## src/design/disjoint_set_union_engine_assert.svh

```systemverilog
// ----------------------------------------------------------------------------
// disjoint_set_union_engine_assert.svh
// assertion macros for the disjoint-set union engine datapath
// ----------------------------------------------------------------------------
`ifndef DISJOINT_SET_UNION_ENGINE_ASSERT_SVH
`define DISJOINT_SET_UNION_ENGINE_ASSERT_SVH

// same-cycle implication, sampled on clk, off during reset
`define DSU_ASSERT_IMP(name, ante, cons, msg) \
	name: assert property (@(posedge clk) disable iff (!arst_n) (ante) |-> (cons)) \
		else $error(msg);

// next-cycle implication, sampled on clk, off during reset
`define DSU_ASSERT_NXT(name, ante, cons, msg) \
	name: assert property (@(posedge clk) disable iff (!arst_n) (ante) |=> (cons)) \
		else $error(msg);

`endif

```

## src/design/dsu_pkg.sv

```systemverilog
// ----------------------------------------------------------------------------
// dsu_pkg
// types and constants shared by the disjoint-set union engine
// ----------------------------------------------------------------------------
package dsu_pkg;

	localparam int MAX_ELEMENTS_DEF = 1024;
	localparam int IDX_W            = 10;
	localparam int CNT_W            = 11;

	localparam logic CMD_JOIN = 1'b0;

	typedef struct packed {
		logic             command;
		logic [IDX_W-1:0] first_element;
		logic [IDX_W-1:0] second_element;
	} dsu_req_t;

	typedef struct packed {
		logic [IDX_W-1:0] result_root;
		logic             merged;
		logic             same_set;
		logic [CNT_W-1:0] set_size;
		logic [CNT_W-1:0] sets_remaining;
		logic             index_error;
	} dsu_rsp_t;

	typedef enum logic [3:0] {
		OP_NONE,
		OP_CLEAR,
		OP_ACCEPT,
		OP_LOAD,
		OP_WALK,
		OP_COMP,
		OP_SIZE_A,
		OP_SIZE_B,
		OP_FINISH,
		OP_ERR
	} dsu_op_t;

	typedef struct packed {
		dsu_op_t op;
		logic    sel_b;
	} dsu_cmd_t;

	typedef struct packed {
		logic clr_last;
		logic index_err;
		logic root_hit;
		logic path_done;
		logic rsp_busy;
	} dsu_status_t;

endpackage

```

## src/design/dsu_ctrl.sv

```systemverilog
// ----------------------------------------------------------------------------
// dsu_ctrl
// sequencer for clearing, root walks, path compression and the join step
// ----------------------------------------------------------------------------
module dsu_ctrl (
	input  logic                clk,
	input  logic                arst_n,
	input  logic                req_valid,
	output logic                req_ready,
	input  logic                cfg_we,
	input  dsu_pkg::dsu_status_t status,
	output dsu_pkg::dsu_cmd_t    cmd
);
	import dsu_pkg::*;

	typedef enum logic [2:0] {
		S_CLEAR,
		S_IDLE,
		S_CHECK,
		S_WALK,
		S_COMP,
		S_SIZE_B,
		S_FINISH,
		S_ERR
	} state_t;

	state_t state_q, state_n;
	logic   phase_q, phase_n;

	assign req_ready = (state_q == S_IDLE) && !cfg_we;

	always_comb begin
		state_n   = state_q;
		phase_n   = phase_q;
		cmd.op    = OP_NONE;
		cmd.sel_b = phase_q;
		case (state_q)
			S_CLEAR: begin
				cmd.op = OP_CLEAR;
				if (status.clr_last) begin
					state_n = S_IDLE;
				end
			end
			S_IDLE: begin
				if (req_valid && req_ready) begin
					cmd.op  = OP_ACCEPT;
					state_n = S_CHECK;
				end
			end
			S_CHECK: begin
				cmd.op    = OP_LOAD;
				cmd.sel_b = 1'b0;
				phase_n   = 1'b0;
				state_n   = status.index_err ? S_ERR : S_WALK;
			end
			S_WALK: begin
				cmd.op = OP_WALK;
				if (status.root_hit) begin
					state_n = S_COMP;
				end
			end
			S_COMP: begin
				if (!status.path_done) begin
					cmd.op = OP_COMP;
				end else if (!phase_q) begin
					cmd.op    = OP_LOAD;
					cmd.sel_b = 1'b1;
					phase_n   = 1'b1;
					state_n   = S_WALK;
				end else begin
					cmd.op  = OP_SIZE_A;
					state_n = S_SIZE_B;
				end
			end
			S_SIZE_B: begin
				cmd.op  = OP_SIZE_B;
				state_n = S_FINISH;
			end
			S_FINISH: begin
				if (!status.rsp_busy) begin
					cmd.op  = OP_FINISH;
					state_n = S_IDLE;
				end
			end
			S_ERR: begin
				if (!status.rsp_busy) begin
					cmd.op  = OP_ERR;
					state_n = S_IDLE;
				end
			end
			default: begin
				state_n = S_CLEAR;
			end
		endcase
		if (cfg_we) begin
			state_n = S_CLEAR;
		end
	end

	always_ff @(posedge clk or negedge arst_n) begin
		if (!arst_n) begin
			state_q <= S_CLEAR;
			phase_q <= 1'b0;
		end else begin
			state_q <= state_n;
			phase_q <= phase_n;
		end
	end

endmodule

```

## config.mk

```make
export PLATFORM = sky130hd
export DESIGN_NAME = dsu_ctrl
export DESIGN_NICKNAME = d
export VERILOG_FILES = /design/src/design/disjoint_set_union_engine_assert.svh /design/src/design/dsu_pkg.sv /design/src/design/dsu_ctrl.sv
export SDC_FILE = /design/constraint.sdc
export NUM_CORES = 1
export LEC_CHECK = 0
export BUFFER_PORTS_ARGS = -buffer_cell sky130_fd_sc_hd__buf_2
export CORE_AREA = 3 3 40 42
export CTS_CLUSTER_SIZE = 12
export DETAILED_ROUTE_END_ITERATION = 8
export DIE_AREA = 0 0 43 45
export GPL_TIMING_DRIVEN = 0
export HOLD_SLACK_MARGIN = 0.1
export PLACE_DENSITY = 0.64
export SETUP_SLACK_MARGIN = 0.3
export SYNTH_ARGS = -nofsm -noshare
export SYNTH_HDL_FRONTEND = slang
export SYNTH_SLANG_ARGS = --single-unit
```

## constraint.sdc

```tcl
create_clock -name clk -period 1.8 [get_ports clk]
set_input_delay 0.27 -clock clk [delete_from_list [all_inputs] [get_ports clk]]
set_output_delay 0.27 -clock clk [all_outputs]
set_load 0.03 [all_outputs]
```

Yosys cells after proc, flatten, opt, wreduce, memory -nomap -nowiden
Cells that the tools add are included.
W data, S select, Z words.

storage, ports and cells
  register bits after elaboration = 4
  logic and storage cells = 37

operators by class
  equality and inequality tests = 12
  mux-type cells = 17
  reductions and logical operators = 6

operator list
  kind                  number
  $pmux W4 S8           1
  $mux W3               10
  $pmux W3 S7           1
  $eq A3 B3 Y1 const B  4
  $ne A3 B3 Y1 const B  4
  $mux W4               2
  $eq A3 B2 Y1 const B  2
  $reduce_and A5 Y1     1
  $eq A3 B1 Y1 const B  1
  $logic_not A3 Y1      1
  $ne A3 B2 Y1 const B  1
  $logic_and A1 B1 Y1   2
  $mux W2               1
  $pmux W1 S2           1
  $reduce_or A2 Y1      1
  $logic_not A1 Y1      1
  $mux W1               1

Longest topological paths before layout
  depth after elaboration = 6
  gate-level depth with buffers = 6
  depth with buffers taken out = 4

Worst setup path after synthesis
OpenSTA, ideal clock, no wires.

  kind = register to output
  start point = reg state_q[0]
  end point = out cmd[1] (netlist name)
  arrival = 1.502 ns
  required time = 1.530 ns
  path slack = 0.028 ns
  cell stages (with the launch flop) = 6
  path buffers = 1
  cells stage by stage = dfrtp_1 clkbuf_1 nand2b_1 o21a_1 a21oi_1 mux2i_1

RTL lines
  what                      line             source
  start: declaration        dsu_ctrl.sv:27   state_t state_q, state_n;
  start signal: assignment  dsu_ctrl.sv:105  state_q <= state_n;
  end: declaration          dsu_ctrl.sv:12   output dsu_pkg::dsu_cmd_t cmd

==> key figures <==
Run
  • MaxCap Viol Count: 0

Place
  • Hpwl dp: 740 um
  • Area of placed instances: 493 um2
  • Post-place setup slack: 42.2 ps
  • GPL Wtd Cong: 0.757
  • DP Cell Count: 81
  • IO Port Bufs: 14

Drt
  • Vias/cell: 5.32
  • Routed len/inst: 13.9 um
  • Detailed-router iteration count before antenna repair: 4
  • Detail Route Antenna Nets: 0
  • Drt total wl: 1.29 mm
  • Drt drc: 0
  • Via count: 495
  • First DRT Iteration DRCs: 5

Setup path
  • Cells along the critical path: buf_8 -> nand2b_4 -> o21a_1 -> a21oi_2 -> mux2i_4 -> buf_6
  • Family with the most delay on the worst path: flip-flops
  • Setup Crit Path Kind: reg2out
  • Startpoint types: register
  • Critical path's largest stage delay: 420 ps
  • R2R setup slack: 110 ps
  • WP buf/inv: 2
  • R2r worst-path depth: 5
  • R2r endpoint: state_q[1]
  • Critical path arrival: 1470 ps
  • Largest fanout on the critical path: 5
  • Worst Setup End Kind: primary output
  • Slowest CP cell: dfrtp_2
  • Critical path data required time: 1530 ps
  • Worst R2R Start: state_q[1]

Timing
  • Rel. slew slack: 84.1%
  • Setup-failing EPs final: 0
  • Worst-margin pin slew: 239 ps
  • Fmax: 573 MHz
  • Tcrit/Tclk final: 96.9%
  • Unrepaired setup endpoints after global routing: yes
  • Min setup slack post-route: 55.1 ps
  • Layout Skew: 3.69 ps
  • Final Max Slew Viols: 0
  • Hold Slack: 277 ps
  • Setup TNS: 0 ps
  • Fin. Hold Viols: 0
  • Final Critical Period: 1740 ps

Layout
  • Final instance area: 682 um2
  • Filler cell count: 123
  • Most frequent cells in the layout: buf_4 (11), buf_2 (9), nand2_1 (5), nor2_1 (4), buf_6 (4)
  • Utilization after layout: 53.1%
  • Area grow syn2layout: 78.1%
  • Antenna cells: 0
  • Final #Nets: 89
  • Layout cells sized above 1: 53.8%
  • Final Non-Filler Cells: 93
  • Most common cell after layout, fill and taps aside: buf_4

Min path
  • Min-delay worst type: in2reg
  • Sink of the worst hold path: state_q[2]
  • Hold Startpoint: cfg_we
  • Hold depth: 2

Clock tree
  • H-tree level count: 1
  • CTS Root Cell: clkbuf_4
  • Clock sinks: 4
  • Clk buf depth: 2
  • CTS buffer count: 3
  • CTS tree: done
  • Latest clock arrival within the worst-skew pair: 230 ps
  • Worst-path clk slew: 40 ps

Power
  • LEAKAGE: 0.316 nW
  • Comb pwr share: 76.5%
  • Clock power share: 9.1%
  • Maximum vdd drop: 703 uV
  • Sw power: 0.525 mW
  • Sw Share: 44.1%
  • Sequential share of power: 14.4%
  • Pwr Total: 1.19 mW
  • Cell-internal power: 0.665 mW
  • Pwr Density: 1740 nW/um2

Logic synthesis
  • Post-synthesis register bit count: 4
  • Yosys warns: 0
  • Mean Syn Cell Area: 7.36 um2
  • Post-synthesis cell count: 52
  • Mapped Area: 383 um2
  • Syn_nets: 61
  • Netlist cell types: 24
  • Seq/Total Area, Yosys: 26.1%

Global routing
  • First-pass GRT wire length: 1.80 mm
  • Vias in the first global route: 461
  • Pin count of the biggest net entering global routing: 11
  • GR Overflow Total: 0
  • Overall global routing resource usage: 12.8%
  • Antenna violations before repair: 0

Die
  • Full die area: 1940 um2
  • Die X: 43 um
  • Cell Rows: 13
  • Die H: 45 um
  • Initial Util: 29.8%
  • IO Pins: 15
  • Core area: 1280 um2

Run status
  • Status: complete, no violations
## synth_stat cells
cell	count	area [um2]
buf_4	1	7.51
nor3_1	1	5.00
nand2_1	5	18.8
or3_1	1	6.26
mux2_2	1	11.3
nor2b_1	1	6.26
mux2i_1	2	20.0
o22ai_1	3	18.8
a32o_1	1	10.0
mux2_1	1	11.3
nand2b_1	4	25.0
dfrtp_1	4	100
o32a_1	1	10.0
buf_2	1	5.00
o21a_1	2	15.0
a21oi_1	5	25.0
and2_1	1	6.26
clkbuf_1	2	7.51
a2bb2oi_1	1	8.76
inv_1	3	11.3
o21ai_0	5	25.0
nor2_1	4	15.0
nor4_1	1	6.26
o211ai_1	1	7.51
## registers in the layout (all words and copies together), names as in the netlist
register,count
phase_q,1
state_q,3
## how the worst max path moves through the flow
stage / start / to / slack (ps) / cells after the start
after global placement: state_q[0] / cmd[1] / 40 / 6
after global routing: state_q[0] / cmd[1] / 2 / 6
final: state_q[0] / cmd[1] / 60 / 6
after CTS: state_q[0] / cmd[1] / 70 / 6
after detailed placement: state_q[0] / cmd[1] / 40 / 6
after floorplan: state_q[2] / req_ready / 210 / 2
## final cells by class
class / count / area (um2) / share of cell area, %
Sequential cell: 4 / 101 / 14.9
Inverter: 3 / 11.3 / 1.65
Clock buffer: 3 / 22.5 / 3.30
Multi-Input combinational cell: 41 / 317 / 46.4
Buffer: 4 / 43.8 / 6.42
Tap cell: 15 / 18.8 / 2.75
Timing Repair Buffer: 23 / 168 / 24.6
## routing by layer
layer	GRT usage, %	up-vias	wire (um)
met5	0	-	0
met4	11.4	0	34
met3	3.98	4	78
met2	22.2	21	709
met1	12.2	229	468
li1	-	241	-
## logic make-up after synthesis
family,after synthesis,share of synthesized area [%]
buf+inv,7,8.17
compound gates,19,31.4
mux,4,11.1
flops,4,26.1
simple gates,18,23.2
## power by group through the flow
stage / combinational [mW] / sequential [mW] / clock [mW]
6_report: 0.910 / 0.172 / 0.108
2_1_floorplan: 0.478 / 0.164 / 0
3_3_place_gp: 0.593 / 0.177 / 0
4_1_cts: 0.817 / 0.166 / 0.116
3_5_place_dp: 0.595 / 0.178 / 0
5_1_grt: 0.969 / 0.172 / 0.124
## timing repair
item | CTS | global route
hold buffers | 1 | 0
endpoints found under the setup margin | 7 | 7
setup buffers | 5 | 3
pin swaps | 5 | 5
hold endpoints to repair | 4 | 0
gates resized for setup | 22 | 7
Power figures use the tool's default switching activity.
